<file path="src/sv/mls_pkg.sv">
// shared types, constants and codes of the mesh laplacian stencil
`default_nettype none

package mls_pkg;

   localparam int MESH_CELLS = 4096;
   localparam int ADDR_W     = $clog2(MESH_CELLS);
   localparam int IDX_W      = 12;
   localparam int SIZE_W     = 13;
   localparam int INV_W      = 48;
   localparam int VAL_W      = 32;
   localparam int LAP_W      = 64;
   localparam int TOT_W      = 3 * SIZE_W;
   localparam int DIFF_W     = 40;
   localparam int CHUNK_W    = 16;
   localparam int CHUNKS     = INV_W / CHUNK_W;
   localparam int PP_W       = DIFF_W + CHUNK_W;
   localparam int PROD_W     = DIFF_W + INV_W;
   localparam int ACC_W      = 96;
   localparam int CSR_AW     = 6;
   localparam int CSR_DW     = 64;

   localparam logic [1:0] GEO_SPHERE   = 2'd0;
   localparam logic [1:0] GEO_CYLINDER = 2'd1;
   localparam logic [1:0] GEO_CUBOID   = 2'd2;

   localparam logic [1:0] ST_OK       = 2'd0;
   localparam logic [1:0] ST_BOUNDARY = 2'd1;
   localparam logic [1:0] ST_OUTSIDE  = 2'd2;

   localparam logic [2:0] REG_GEOMETRY    = 3'd0;
   localparam logic [2:0] REG_SIZE_FIRST  = 3'd1;
   localparam logic [2:0] REG_SIZE_SECOND = 3'd2;
   localparam logic [2:0] REG_SIZE_THIRD  = 3'd3;
   localparam logic [2:0] REG_INV_FIRST   = 3'd4;
   localparam logic [2:0] REG_INV_SECOND  = 3'd5;
   localparam logic [2:0] REG_INV_THIRD   = 3'd6;

   typedef struct packed {
      logic                    command;
      logic [IDX_W-1:0]        cell_index;
      logic signed [VAL_W-1:0] cell_value;
   } req_type;

   typedef struct packed {
      logic signed [LAP_W-1:0] laplace_value;
      logic [1:0]              status;
   } rsp_type;

   typedef struct packed {
      logic [1:0]        geometry;
      logic [SIZE_W-1:0] size_first;
      logic [SIZE_W-1:0] size_second;
      logic [SIZE_W-1:0] size_third;
      logic [INV_W-1:0]  inv_first;
      logic [INV_W-1:0]  inv_second;
      logic [INV_W-1:0]  inv_third;
   } cfg_type;

   typedef enum logic [2:0] {
      OP_WRITE,
      OP_NONE,
      OP_SPH_CTR,
      OP_SPH,
      OP_CYL_CTR,
      OP_CYL,
      OP_CUB
   } op_type;

   typedef struct packed {
      op_type                  op;
      logic [1:0]              status;
      logic [IDX_W-1:0]        idx;
      logic signed [VAL_W-1:0] value;
      logic [IDX_W-1:0]        radial;
      logic [SIZE_W-1:0]       far_stride;
      logic [SIZE_W-1:0]       mid_stride;
   } job_type;

endpackage

`default_nettype wire

</file>
<file path="src/sv/mls_queue.sv">
// two-entry job queue between front end and back end
`default_nettype none

module mls_queue import mls_pkg::*; (
   input  logic    clock,
   input  logic    reset,
   input  logic    in_valid,
   output logic    in_ready,
   input  job_type in_job,
   output logic    out_valid,
   input  logic    out_ready,
   output job_type out_job
);

   job_type    slot_ff [2];
   logic       wr_ptr_ff, wr_ptr_in;
   logic       rd_ptr_ff, rd_ptr_in;
   logic [1:0] count_ff, count_in;
   logic       push, pop;

   assign in_ready  = (count_ff != 2'd2);
   assign out_valid = (count_ff != 2'd0);
   assign out_job   = slot_ff[rd_ptr_ff];
   assign push      = in_valid && in_ready;
   assign pop       = out_valid && out_ready;

   always_comb begin
      wr_ptr_in = wr_ptr_ff ^ push;
      rd_ptr_in = rd_ptr_ff ^ pop;
      count_in  = count_ff + 2'(push) - 2'(pop);
   end

   always_ff @(posedge clock) begin
      if (reset) begin
         wr_ptr_ff <= 1'b0;
         rd_ptr_ff <= 1'b0;
         count_ff  <= '0;
      end else begin
         wr_ptr_ff <= wr_ptr_in;
         rd_ptr_ff <= rd_ptr_in;
         count_ff  <= count_in;
      end
      if (push) begin
         slot_ff[wr_ptr_ff] <= in_job;
      end
   end

endmodule

`default_nettype wire

</file>
<file path="config.mk">
export PLATFORM = sky130hd
export DESIGN_NAME = mls_queue
export DESIGN_NICKNAME = d
export VERILOG_FILES = /design/src/sv/mls_pkg.sv /design/src/sv/mls_queue.sv
export SDC_FILE = /design/constraint.sdc
export NUM_CORES = 1
export LEC_CHECK = 0
export ABC_CLOCK_PERIOD_IN_PS = 8200
export BUFFER_PORTS_ARGS = -buffer_cell sky130_fd_sc_hd__buf_2
export CAP_MARGIN = 40
export CORE_UTILIZATION = 43
export CTS_CLUSTER_DIAMETER = 80
export CTS_CLUSTER_SIZE = 14
export DETAILED_ROUTE_END_ITERATION = 10
export GPL_TIMING_DRIVEN = 0
export PLACE_DENSITY = 0.68
export SYNTH_ARGS = -nofsm -noshare
export SYNTH_HDL_FRONTEND = slang
export SYNTH_SLANG_ARGS = --single-unit
export TNS_END_PERCENT = 5
</file>
<file path="constraint.sdc">
create_clock -name clock -period 8.2 [get_ports clock]
set_clock_uncertainty 0.15 [all_clocks]
set_input_delay 1.23 -clock clock [delete_from_list [all_inputs] [get_ports clock]]
set_output_delay 1.23 -clock clock [all_outputs]
set_load 0.03 [all_outputs]
</file>
# After elaboration in Yosys (flattened, before gate mapping)
# Memory sizes are Yosys's and may differ from the RTL's. A register that Yosys moved wholly into a read port is not among the register bits.
# Index checks and enable logic that the tools add are counted.
[totals]
reg_bits = 4
ram_bits = 174
input_bits = 91
elab_cells = 15
mem_count = 1
[memory_table]
columns = ["memory", "words", "width", "rd", "rd_clocked_by_memory_dff", "wr", "line", "source"]
rows = [
  ["slot_ff", 2, 87, 1, 1, 1, "mls_queue.sv:15", "job_type slot_ff [2];"],
]
[op_classes]
add_sub_neg = 2
n_eq_ne = 1
muxes = 3
n_bitwise = 2
n_reduce_logical = 3
[op_table]
columns = ["op", "count"]
rows = [
  ["2-to-1 mux 1 bit", 3],
  ["adder 2 x 1 -> 2 bit", 1],
  ["logical AND 1 bit", 2],
  ["!= test 2 bit, second input constant", 1],
  ["nonzero test 2 bit", 1],
  ["subtractor 2 x 1 -> 2 bit", 1],
  ["XOR 1 bit", 2],
]

# Longest topological paths before layout
[logic_depth]
ltp_word = 4
ltp_mapped = 6
depth_no_buf = 6

# Worst setup path after synthesis
# OpenSTA, ideal clock, no wires.
[synth_path]
kind = "input to register"
startpoint = "input port in_valid"
endpoint = "memory slot_ff[0][0] (netlist name), enable pin"
setup_time_ps = 456
arrival_ps = 3411
required_ps = 7594
path_slack_ps = 4183
path_stages = 2
n_path_buf = 0
cell_sequence = "and2_1 ha_1"
[synth_between]
elab_chain_cells = 3
[synth_rtl]
columns = ["element", "line", "source"]
rows = [
  ["start, declared", "mls_queue.sv:7", "input logic in_valid,"],
  ["logical AND 1 bit", "mls_queue.sv:24", "assign push = in_valid && in_ready;"],
  ["2-to-1 mux 1 bit", "mls_queue.sv:43", "if (push) begin"],
  ["2-to-1 mux 1 bit (implied by the code)", "mls_queue.sv:44", "slot_ff[wr_ptr_ff] <= in_job;"],
  ["end, declared", "mls_queue.sv:15", ""],
]
# No other way between the ends.

==> out/results.txt <==
largest cells by area after synthesis: edfxtp_1 79%, mux2_2 11%, mux2_4 4.6%, dfxtp_1 1.2%, buf_6 0.68%
status: completed
kind of critical path: register to output port
Critical R2R Launch: count_ff[0]
Row Count: 44
max-slew violations: 0
reg2reg setup slack: 6.00 ns
largest area contributor in the netlist: edfxtp_1
count leader, synth: edfxtp_1
Arrival @ worst endpoint: 1.74 ns
Max Cap Viol: 0
CTS sink cnt: 178
Area Overhead vs Synth: 26.2%
die height: 126 um
first-iteration detailed-routing DRC count: 131
n_diodes: 0
Fillers: 1200
pwr/cell area: 312 mW/mm^2
slew margin rel.: 55.9%
ys async rst share: 0%
syn avg cell area: 22.1 um^2
DRC viols: 0
Logic pwr share: 27.7%
LEAKAGE: 3.16 nW
Worst Setup SP: rd_ptr_ff
TritonRoute pass-1 iters: 4
post-DR wirelength/cell: 16.2 um
Max Buffers Root-to-Sink: 2
P_int: 1.81 mW
Worst Setup End Kind: output port
layout cells sized above 1: 59.5%
die width: 126 um
R2R cell count: 4
port bufs: 179
initial antenna violation count: 0
setup bufs post-CTS: 0
vias in the first global route: 3548
Overflow after GRT: 0
gp weighted congestion: 0.691
Final Hold Fails: 0
multi-input logic area: 0.00122 mm^2
Mapped Cells: 298
RR Endpoint: slot_ff[0][54]
Avg Vias per Cell: 4.84
crit-path max FO: 10
Synth cell types: 22
clk_lat worst skew: 0.41 ns
GRT Total Usage: 15.0%
core box area: 0.0148 mm^2
Sw Ratio: 30.4%
end of the critical path: out_job[76]
Post-layout nets: 591
synthesized area: 0.00659 mm^2
Vias: 3365
WL final: 11300 um
critical path data required time: 6.82 ns
CP Launch Type: register
Post-synth top flop: edfxtp_1
worst hold margin: 0.457 ns
largest net degree at the start of global routing: 46
Final period util: 38.0%
RSZ-0062 raised after global routing: no
io pins: 180
cts hold-fix bufs: 0
clock-pin slew on the worst setup and hold paths: 0.06 ns
Synth Warn #: 0
Psw: 0.789 mW
Root Buffer Master: clkbuf_16
EDFF count, synth: 174
Post-Syn Nets: 391
Final setup viols: 0
Post-CTS Resized: 0
detailed placement HPWL: 7520 um
most frequent cells after synthesis: 174 x edfxtp_1, 67 x mux2_2, 20 x mux2_4
Setup TNS Final: 0 ns
first-pass GRT wire length: 17700 um
Num CTS Buffers: 17
initial core utilization: 44.7%
f_max: 321 MHz
sequential cell area: 0.00531 mm^2
IR drop worst, VDD: 0.191 mV
CTS tree: yes
Seq cells post-synth: 178
CTS H-tree depth: 4
post-route antenna net violation count: 0
die area: 0.0158 mm^2
register area share after synthesis: 80.5%
slew at the pin closest to its max-slew limit: 0.661 ns
HP Class: register to register
power share of the clock group: 27.9%
fin crit period: 3.12 ns
Seq pwr share: 44.4%
post-synth top area share: 79.3%
registers in the layout (all words and copies together), names as in the netlist:
signal     count
rd_ptr_ff      1
count_ff       2
slot_ff      174
wr_ptr_ff      1
per-layer routing:
metal  part of all wire [%]  GRT usage [%]  routed length (um)
met1                     41           17.1                4610
met2                     50           24.9                5600
met3                    7.3           5.52                 825
met4                    1.9           7.30                 217
met5                      0              0                   0
layout by cell type, fill, tap and decap left out, drive strengths merged, types with 2 or more instances in the layout:
| cell type | instances |
|---|---|
| ha | 2 |
| clkinv | 9 |
| inv | 2 |
| dfxtp | 4 |
| mux2 | 88 |
| nor2 | 5 |
| edfxtp | 174 |
| o21ai | 2 |
| nor2b | 2 |
| buf | 191 |
| clkbuf | 20 |
power groups by stage:
stage          Sequential [mW]  Combinational, mW  Clock [mW]
2_1_floorplan             1.17              0.530           0
4_1_cts                   1.15              0.732       0.743
3_5_place_dp              1.17              0.729           0
6_report                  1.15              0.718       0.725
5_1_grt                   1.16              0.764       0.773
3_3_place_gp              1.18              0.707           0
worst max-delay path, stage by stage, from the launching register on:
cell     delay (ns)
dfxtp_1        0.33
buf_6          0.14
buf_6          0.17
buf_6          0.19
mux2_4         0.32
buf_2          0.18
cell type report:
type                            instances  share of cell area (%)
Buffer                                 10                   0.903
Clock buffer                           20                    5.25
Clock inverter                         12                    1.10
Inverter                                1                  0.0451
Multi-Input combinational cell        109                    14.7
Sequential cell                       178                    63.8
Tap cell                              184                    2.77
Timing Repair Buffer                  181                    11.4
logic make-up (layout without fill, tap and decap cells):
logic type	after synthesis	in the layout	synth area share, %
fa+ha+maj	2	2	0.380
buf+inv	11	224	1.20
xor+xnor	1	1	0.133
mux	88	88	16.2
flops	178	178	80.5
simple gates	13	13	1.04
compound gates	5	5	0.551
stage by stage:
stage	utilization [%]	power [mW]	area, um^2	std cells	setup WS, ns
detailed placement	52.8	1.90	7790	663	5.19
global route	56.4	2.70	8320	695	4.98
CTS	56.4	2.63	8320	695	5.03
finish	56.4	2.59	8320	695	5.08
floorplan	-	1.70	6590	298	4.18
global placement	52.3	1.89	7710	661	2.95
how the worst min path moves through the flow:
stage / startpoint / end / slack [ns] / cells past startpoint
floorplan: wr_ptr_ff / wr_ptr_ff / 0.37 / 3
global placement: wr_ptr_ff / wr_ptr_ff / 0.40 / 3
detailed placement: wr_ptr_ff / wr_ptr_ff / 0.45 / 3
CTS: wr_ptr_ff / wr_ptr_ff / 0.46 / 3
global route: wr_ptr_ff / wr_ptr_ff / 0.49 / 3
finish: wr_ptr_ff / wr_ptr_ff / 0.46 / 3
(Power assumes the default switching activity.)
