<file path="src/sv/mls_pkg.sv">
// shared types, constants and codes of the mesh laplacian stencil
`default_nettype none

package mls_pkg;

   localparam int MESH_CELLS = 4096;
   localparam int ADDR_W     = $clog2(MESH_CELLS);
   localparam int IDX_W      = 12;
   localparam int SIZE_W     = 13;
   localparam int INV_W      = 48;
   localparam int VAL_W      = 32;
   localparam int LAP_W      = 64;
   localparam int TOT_W      = 3 * SIZE_W;
   localparam int DIFF_W     = 40;
   localparam int CHUNK_W    = 16;
   localparam int CHUNKS     = INV_W / CHUNK_W;
   localparam int PP_W       = DIFF_W + CHUNK_W;
   localparam int PROD_W     = DIFF_W + INV_W;
   localparam int ACC_W      = 96;
   localparam int CSR_AW     = 6;
   localparam int CSR_DW     = 64;

   localparam logic [1:0] GEO_SPHERE   = 2'd0;
   localparam logic [1:0] GEO_CYLINDER = 2'd1;
   localparam logic [1:0] GEO_CUBOID   = 2'd2;

   localparam logic [1:0] ST_OK       = 2'd0;
   localparam logic [1:0] ST_BOUNDARY = 2'd1;
   localparam logic [1:0] ST_OUTSIDE  = 2'd2;

   localparam logic [2:0] REG_GEOMETRY    = 3'd0;
   localparam logic [2:0] REG_SIZE_FIRST  = 3'd1;
   localparam logic [2:0] REG_SIZE_SECOND = 3'd2;
   localparam logic [2:0] REG_SIZE_THIRD  = 3'd3;
   localparam logic [2:0] REG_INV_FIRST   = 3'd4;
   localparam logic [2:0] REG_INV_SECOND  = 3'd5;
   localparam logic [2:0] REG_INV_THIRD   = 3'd6;

   typedef struct packed {
      logic                    command;
      logic [IDX_W-1:0]        cell_index;
      logic signed [VAL_W-1:0] cell_value;
   } req_type;

   typedef struct packed {
      logic signed [LAP_W-1:0] laplace_value;
      logic [1:0]              status;
   } rsp_type;

   typedef struct packed {
      logic [1:0]        geometry;
      logic [SIZE_W-1:0] size_first;
      logic [SIZE_W-1:0] size_second;
      logic [SIZE_W-1:0] size_third;
      logic [INV_W-1:0]  inv_first;
      logic [INV_W-1:0]  inv_second;
      logic [INV_W-1:0]  inv_third;
   } cfg_type;

   typedef enum logic [2:0] {
      OP_WRITE,
      OP_NONE,
      OP_SPH_CTR,
      OP_SPH,
      OP_CYL_CTR,
      OP_CYL,
      OP_CUB
   } op_type;

   typedef struct packed {
      op_type                  op;
      logic [1:0]              status;
      logic [IDX_W-1:0]        idx;
      logic signed [VAL_W-1:0] value;
      logic [IDX_W-1:0]        radial;
      logic [SIZE_W-1:0]       far_stride;
      logic [SIZE_W-1:0]       mid_stride;
   } job_type;

endpackage

`default_nettype wire

</file>
<file path="src/sv/mls_front.sv">
// front end: accepts items, checks range, splits the index and classifies the cell
`default_nettype none

module mls_front import mls_pkg::*; (
   input  logic    clock,
   input  logic    reset,
   input  cfg_type cfg,
   input  logic    req_valid,
   output logic    req_ready,
   input  req_type req_data,
   output logic    push_valid,
   input  logic    push_ready,
   output job_type push_job
);

   typedef enum logic [2:0] {F_IDLE, F_TOTAL, F_CHECK, F_DIV, F_CLASS, F_PUSH} fstate_type;

   fstate_type              state_ff, state_in;
   logic                    cmd_ff, cmd_in;
   logic [IDX_W-1:0]        idx_ff, idx_in;
   logic signed [VAL_W-1:0] value_ff, value_in;
   logic [2*SIZE_W-1:0]     p1_ff, p1_in;
   logic [TOT_W-1:0]        total_ff, total_in;
   logic [IDX_W-1:0]        dvd_ff, dvd_in;
   logic [IDX_W-1:0]        rem_ff, rem_in;
   logic [SIZE_W-1:0]       divisor_ff, divisor_in;
   logic [3:0]              cnt_ff, cnt_in;
   logic                    pass_ff, pass_in;
   logic [IDX_W-1:0]        k_ff, k_in;
   job_type                 job_ff, job_in;

   logic [SIZE_W-1:0]       trial;
   logic [IDX_W-1:0]        rem_nx;
   logic [IDX_W-1:0]        quo_nx;
   logic                    qbit;

   always_comb begin
      state_in   = state_ff;
      cmd_in     = cmd_ff;
      idx_in     = idx_ff;
      value_in   = value_ff;
      p1_in      = p1_ff;
      total_in   = total_ff;
      dvd_in     = dvd_ff;
      rem_in     = rem_ff;
      divisor_in = divisor_ff;
      cnt_in     = cnt_ff;
      pass_in    = pass_ff;
      k_in       = k_ff;
      job_in     = job_ff;
      trial      = {rem_ff, dvd_ff[IDX_W-1]};
      qbit       = (trial >= divisor_ff);
      rem_nx     = qbit ? IDX_W'(trial - divisor_ff) : trial[IDX_W-1:0];
      quo_nx     = {dvd_ff[IDX_W-2:0], qbit};
      case (state_ff)
         F_IDLE: begin
            if (req_valid) begin
               cmd_in   = req_data.command;
               idx_in   = req_data.cell_index;
               value_in = req_data.cell_value;
               if (cfg.geometry == GEO_CYLINDER) begin
                  p1_in = (2*SIZE_W)'(cfg.size_first) * (2*SIZE_W)'(cfg.size_second);
               end else begin
                  p1_in = (2*SIZE_W)'(cfg.size_second) * (2*SIZE_W)'(cfg.size_third);
               end
               state_in = F_TOTAL;
            end
         end
         F_TOTAL: begin
            case (cfg.geometry)
               GEO_SPHERE:   total_in = TOT_W'(cfg.size_first);
               GEO_CYLINDER: total_in = TOT_W'(p1_ff);
               default:      total_in = TOT_W'(cfg.size_first) * TOT_W'(p1_ff);
            endcase
            state_in = F_CHECK;
         end
         F_CHECK: begin
            job_in.op         = OP_NONE;
            job_in.status     = ST_OK;
            job_in.idx        = idx_ff;
            job_in.value      = value_ff;
            job_in.radial     = '0;
            job_in.far_stride = '0;
            job_in.mid_stride = '0;
            state_in          = F_PUSH;
            if (total_ff > TOT_W'(MESH_CELLS) || TOT_W'(idx_ff) >= total_ff) begin
               job_in.status = ST_OUTSIDE;
            end else if (!cmd_ff) begin
               job_in.op = OP_WRITE;
            end else if (cfg.geometry == GEO_SPHERE) begin
               if (SIZE_W'(idx_ff) == cfg.size_first - SIZE_W'(1)) begin
                  job_in.status = ST_BOUNDARY;
               end else if (idx_ff == '0) begin
                  job_in.op = OP_SPH_CTR;
               end else begin
                  job_in.op     = OP_SPH;
                  job_in.radial = idx_ff;
               end
            end else begin
               dvd_in     = idx_ff;
               rem_in     = '0;
               cnt_in     = '0;
               pass_in    = 1'b0;
               divisor_in = (cfg.geometry == GEO_CYLINDER) ? cfg.size_second : cfg.size_third;
               state_in   = F_DIV;
            end
         end
         F_DIV: begin
            rem_in = rem_nx;
            dvd_in = quo_nx;
            cnt_in = cnt_ff + 4'd1;
            if (cnt_ff == 4'(IDX_W-1)) begin
               if (!pass_ff && cfg.geometry != GEO_CYLINDER) begin
                  k_in       = rem_nx;
                  rem_in     = '0;
                  cnt_in     = '0;
                  pass_in    = 1'b1;
                  divisor_in = cfg.size_second;
               end else begin
                  state_in = F_CLASS;
               end
            end
         end
         F_CLASS: begin
            state_in = F_PUSH;
            if (cfg.geometry == GEO_CYLINDER) begin
               job_in.far_stride = cfg.size_second;
               if (rem_ff == '0 || SIZE_W'(rem_ff) == cfg.size_second - SIZE_W'(1) ||
                   SIZE_W'(dvd_ff) == cfg.size_first - SIZE_W'(1)) begin
                  job_in.status = ST_BOUNDARY;
               end else if (dvd_ff == '0) begin
                  job_in.op = OP_CYL_CTR;
               end else begin
                  job_in.op     = OP_CYL;
                  job_in.radial = dvd_ff;
               end
            end else begin
               if (dvd_ff == '0 || rem_ff == '0 || k_ff == '0 ||
                   SIZE_W'(dvd_ff) == cfg.size_first - SIZE_W'(1) ||
                   SIZE_W'(rem_ff) == cfg.size_second - SIZE_W'(1) ||
                   SIZE_W'(k_ff) == cfg.size_third - SIZE_W'(1)) begin
                  job_in.status = ST_BOUNDARY;
               end else begin
                  job_in.op         = OP_CUB;
                  job_in.far_stride = p1_ff[SIZE_W-1:0];
                  job_in.mid_stride = cfg.size_third;
               end
            end
         end
         F_PUSH: begin
            if (push_ready) begin
               state_in = F_IDLE;
            end
         end
         default: state_in = F_IDLE;
      endcase
   end

   always_ff @(posedge clock) begin
      if (reset) begin
         state_ff <= F_IDLE;
      end else begin
         state_ff <= state_in;
      end
      cmd_ff     <= cmd_in;
      idx_ff     <= idx_in;
      value_ff   <= value_in;
      p1_ff      <= p1_in;
      total_ff   <= total_in;
      dvd_ff     <= dvd_in;
      rem_ff     <= rem_in;
      divisor_ff <= divisor_in;
      cnt_ff     <= cnt_in;
      pass_ff    <= pass_in;
      k_ff       <= k_in;
      job_ff     <= job_in;
   end

   assign req_ready  = (state_ff == F_IDLE);
   assign push_valid = (state_ff == F_PUSH);
   assign push_job   = job_ff;

endmodule

`default_nettype wire

</file>
<file path="config.mk">
export PLATFORM = sky130hd
export DESIGN_NAME = mls_front
export DESIGN_NICKNAME = d
export VERILOG_FILES = /design/src/sv/mls_pkg.sv /design/src/sv/mls_front.sv
export SDC_FILE = /design/constraint.sdc
export NUM_CORES = 2
export LEC_CHECK = 0
export BUFFER_PORTS_ARGS = -buffer_cell sky130_fd_sc_hd__buf_2
export CAP_MARGIN = 20
export CORE_UTILIZATION = 62
export DETAILED_ROUTE_END_ITERATION = 6
export PLACE_DENSITY = 0.82
export SYNTH_ARGS = -nofsm -noshare
export SYNTH_HDL_FRONTEND = slang
export SYNTH_SLANG_ARGS = --single-unit
</file>
<file path="constraint.sdc">
create_clock -name clock -period 8.1 [get_ports clock]
set_input_delay 0.81 -clock clock [delete_from_list [all_inputs] [get_ports clock]]
set_output_delay 0.81 -clock clock [all_outputs]
set_load 0.02 [all_outputs]
</file>
# [Word level (Yosys, flattened, before mapping)]
# Index checks and enable logic that the tools add are counted.
[word_totals] ff_bits=254 inputBits=234 out_inout_bits=89 wordCells=154
[classes] n_addsub=5 n_mul=3 order_cmp=3 n_eq_ne=29 n_mux=67 reduce_logical=28
[op_table] op="$mux 12" count=17
[op_table] op="$mux 13" count=8
[op_table] op="$pmux 39 s2" count=1
[op_table] op="$pmux 38 s2" count=1
[op_table] op="$eq 12x13->1" count=4
[op_table] op="$mul 13x13->26" count=2
[op_table] op="$mux 26" count=2
[op_table] op="$logic_not 12->1" count=4
[op_table] op="$pmux 12 s2" count=2
[op_table] op="$ge 12x39->1" count=1
[op_table] op="$gt 39x13->1 const B" count=1
[op_table] op="$mul 13x26->39" count=1
[op_table] op="$sub 13x1->13 const B" count=3
[op_table] op="$mux 3" count=12
[op_table] op="$pmux 13 s2" count=1
[op_table] op="$ne 2x2->1 const B" count=12
[op_table] op="$mux 4" count=5
[op_table] op="$pmux 3 s6" count=1
[op_table] op="$ge 13x13->1" count=1
[op_table] op="$ne 3x3->1 const B" count=4
[op_table] op="$reduce_and 3->1" count=4
[op_table] op="$reduce_and 4->1" count=3
[op_table] op="$sub 12x12->12" count=1
[op_table] op="$mux 5" count=2
[op_table] op="other kinds (20)" count=42

# [Depth between registers and ports, before layout]
[depth] depth_word=9 ltp_mapped=24 ltp_nobuf=20

# [Least setup slack after synthesis]
# No wires, ideal clock.
[synth_path] kind="input port to flip-flop" from="input cfg[175] in the netlist's numbering" to="register total_ff[36] (data pin)" setup_time_ps=269 arrival_time_ps=6224 required_ps=7831 setup_slack_ps=1607 cell_stages=21 path_buffers=3 path_cell_list="clkbuf_1 -> clkbuf_1 -> clkbuf_1 -> nand2_1 -> fa_1 -> fa_1 -> inv_1 -> fa_1 -> fa_1 -> inv_1 -> fa_1 -> inv_1 -> ha_1 -> a21o_1 -> a21oi_1 -> o21ai_1 -> a211o_1 -> a31o_2 -> o41ai_2 -> mux2i_1 -> a21oi_1"
[synth_via] elab_chain_len=2
[synth_lines] item="start, declared" line="mls_front.sv:7" text="input cfg_type cfg,"
[synth_lines] item="$mul 13x26->39" line="mls_front.sv:73" text="default: total_in = TOT_W'(cfg.size_first) * TOT_W'(p1_ff);"
[synth_lines] item="$pmux 39 s2" line="mls_front.sv:70" text="case (cfg.geometry)"
[synth_lines] item="end signal, assigned" line="mls_front.sv:169" text="total_ff <= total_in;"
[synth_lines] item="end, declared" line="mls_front.sv:23" text="logic [TOT_W-1:0] total_ff, total_in;"
# No other way between the ends.
# A chain may end at the register's enable or synchronous reset.

# [Worst setup path after layout]
[layout_path] from="register p1_ff[5]" to="register total_ff[36] (data pin)"
[layout_via] elab_chain_len=2
[layout_lines] item="start, declared" line="mls_front.sv:22" text="logic [2*SIZE_W-1:0] p1_ff, p1_in;"
[layout_lines] item="start signal, assigned" line="mls_front.sv:168" text="p1_ff <= p1_in;"
[layout_lines] item="$mul 13x26->39" line="mls_front.sv:73"
[layout_lines] item="$pmux 39 s2" line="mls_front.sv:70"
# No other way between the ends.

==> metrics.md <==
| Metric | Value |
|---|---|
| Status | completed |
| Worst setup EP type | flip-flop |
| Row count | 85 |
| DR iter-0 viols | 1965 |
| Total grt overflow | 0 |
| Die X | 236 um |
| Die area | 0.0555 sq mm |
| Max_slew headroom | 30.5% |
| Sink Count | 254 |
| Final setup vio count | 0 |
| Mapped Cells | 3592 |
| Cts repair resizes | 0 |
| Register bit count reported by yosys | 254 |
| Vias in the first global route | 27276 |
| CP cell instances | and2_1, fa_1, inv_1, fa_1, inv_1, fa_1, inv_1, fa_1, fa_1, inv_1, ha_1, o21a_1, a2111oi_2, o21ai_1, a211o_1, a31o_2, o41ai_2, mux2i_1, a21oi_1 |
| Largest net degree at the start of global routing | 72 |
| Setup Crit Path Kind | reg2reg |
| Min Tclk post-route | 6.71 ns |
| Setup tns final | 0 ns |
| Worst EP required | 8.39 ns |
| Share of cells above drive strength 1 | 8.14% |
| Ports | 323 |
| Max clock buf depth | 3 |
| RD Place Congestion | 0.937 |
| Setup bufs post-CTS | 0 |
| Starting Density | 62.8% |
| Worst-Skew Late Latency | 0.57 ns |
| Clk slew on worst S/H paths | 0.07 ns |
| Mean number of vias per cell | 5.92 |
| Port buffer count | 178 |
| Post-Route WL | 83.4 mm |
| Setup Skew | 0.0196 ns |
| Number of remaining DRC errors | 0 |
| Pre-CTS setup slack | 1.04 ns |
| Buffers plus inverters on the worst setup path | 4 |
| Finished Cell Area | 0.0360 sq mm |
| Worst EP arrival | 7.00 ns |
| RSZ-0062 raised after global routing | no |
| Slew @ Worst Pin | 1.04 ns |
| Peak Freq | 149 MHz |
| H-tree depth | 1 |
| Initial antenna violation count | 1 |
| Nets | 4624 |
| Commonest non-fill, non-tap cell in the layout | inv_1 |
| Final hold violation count | 0 |
| Synthesized area | 0.0339 sq mm |
| Min-Delay Startpoint | value_ff[17] |
| Setup ws final | 1.39 ns |
| YS warnings | 0 |
| CTS hold repair buffers | 0 |
| Die Y-Extent | 236 um |
| Global-route wire length before repair | 138 mm |
| CP max stage cell | edfxtp_1 |
| Crit path top cell by count | fa_1 |
| Slew Limit Fails | 0 |
| Synth-to-layout area growth | 6.27% |
| TritonCTS buffer count | 26 |
| Post-synth EDFFs | 251 |
| Crit-path leading delay family | adder cells |
| CP Launch Type | flip-flop |
| Synth async-reset ratio | 0% |
| Placeable Area | 0.0539 sq mm |
| Core Util, Final | 66.7% |
| Dpl cell area | 0.0351 sq mm |
| Pre-Repair DR Iteration Count | 6 |
| DP HPWL | 60.6 mm |
| CP max FO | 15 |
| Diodes inserted | 0 |
| Syn_area_per_cell | 9.43 sq um |
| CTS tree | built |
| RR Startpoint | p1_ff[5] |
| Post-Synthesis Net Count | 4588 |
| Worst stage delay on the critical path | 0.69 ns |
| Final critical-path share of the clock period | 82.8% |
| GRT Total Usage | 31.2% |
| Crit. Startpoint | p1_ff[5] |
| DR WL/cell | 19.2 um |
| Register area share after synthesis | 22.4% |
| Yosys cell types | 81 |
| Main synth FF type | edfxtp_1 |
| Most frequent cells in the layout | 655 x inv_1, 594 x nand2_1, 507 x fa_1 |
| Maxcap violations | 0 |
| Detail Route Antenna Nets | 0 |
| Clk Tree Root Cell | clkbuf_16 |
| Via Count | 25699 |
| HP Class | reg2reg |
==> worst register-to-register path, stage by stage (launching register included) <==
cell       delay [ns]
edfxtp_1         0.69
and2_1           0.32
fa_1             0.48
inv_1            0.05
fa_1             0.47
inv_1            0.05
fa_1             0.50
inv_1            0.06
fa_1             0.51
fa_1             0.50
inv_1            0.04
ha_1             0.33
o21a_1           0.16
a2111oi_2        0.61
o21ai_1          0.27
a211o_1          0.40
a31o_2           0.29
o41ai_2          0.38
mux2i_1          0.23
a21oi_1          0.10
==> final cells by class <==
| class | count | area (sq um) |
|---|---|---|
| sequential | 254 | 7600 |
| clock buffer | 29 | 662 |
| inverter | 656 | 2460 |
| multi-input combinational | 2485 | 23100 |
| timing repair buffer | 205 | 1110 |
| clock inverter | 18 | 211 |
| tap | 696 | 871 |
| fill | 3999 | 17900 |
==> logic make-up (layout without fill, tap and decap cells) <==
family	after synthesis	in the layout	share of synthesized area (%)
flip-flops	254	254	22.4
buffers and inverters	853	908	9.49
adder cells (fa/ha/maj)	762	762	39.4
XOR/XNOR	125	125	3.28
multiplexers	41	41	1.29
AO/OA/AOI/OAI	390	390	7.51
AND/OR/NAND/NOR	1167	1167	16.6
==> metal layers <==
layer / global-route usage, % / wire length, um
met1: 39.0 / 31600
met4: 13.2 / 3540
met3: 4.82 / 7590
met2: 53.9 / 40700
met5: 0 / 0
==> synth_stat cells (all sizes together), types with 20 or more instances <==
library cell | count | share of area, %
edfxtp | 251 | 22
o21ai | 99 | 1.5
and2 | 260 | 4.8
fa | 507 | 30
clkbuf | 180 | 2.0
xnor2 | 72 | 1.9
mux2 | 21 | 0.70
nand3 | 36 | 0.53
mux2i | 20 | 0.59
a21o | 35 | 0.78
nand4 | 22 | 0.41
nor3 | 29 | 0.48
nor2 | 90 | 1.0
inv | 656 | 7.3
ha | 255 | 9.4
nand2 | 594 | 6.6
nor4 | 38 | 0.76
a21oi | 96 | 1.4
xor2 | 52 | 1.3
==> registers in the layout (all words and copies together) (netlist names) <==
register    count
rem_ff         12
push_job       87
divisor_ff     13
total_ff       39
k_ff           12
cmd_ff          1
state_ff        3
pass_ff         1
p1_ff          26
idx_ff         12
dvd_ff         12
cnt_ff          4
value_ff       32
==> per-stage QoR <==
step                instances  hold WS [ns]
floorplan                3592         0.400
global placement         4292         0.400
detailed placement       4293         0.405
CTS                      4340         0.409
global route             4343         0.414
finish                   4343         0.420
==> path summary, 6_finish.rpt <==
check	endpoint	slack, ns	depth (start not counted)
max	total_ff[36]	1.39	19
min	push_job[55]	0.42	0
min reg2reg	push_job[55]	0.42	0
max reg2reg	total_ff[36]	1.39	19
Power is not shown: default switching activity piles up to over one toggle a cycle in this logic, so the estimate is an artifact.
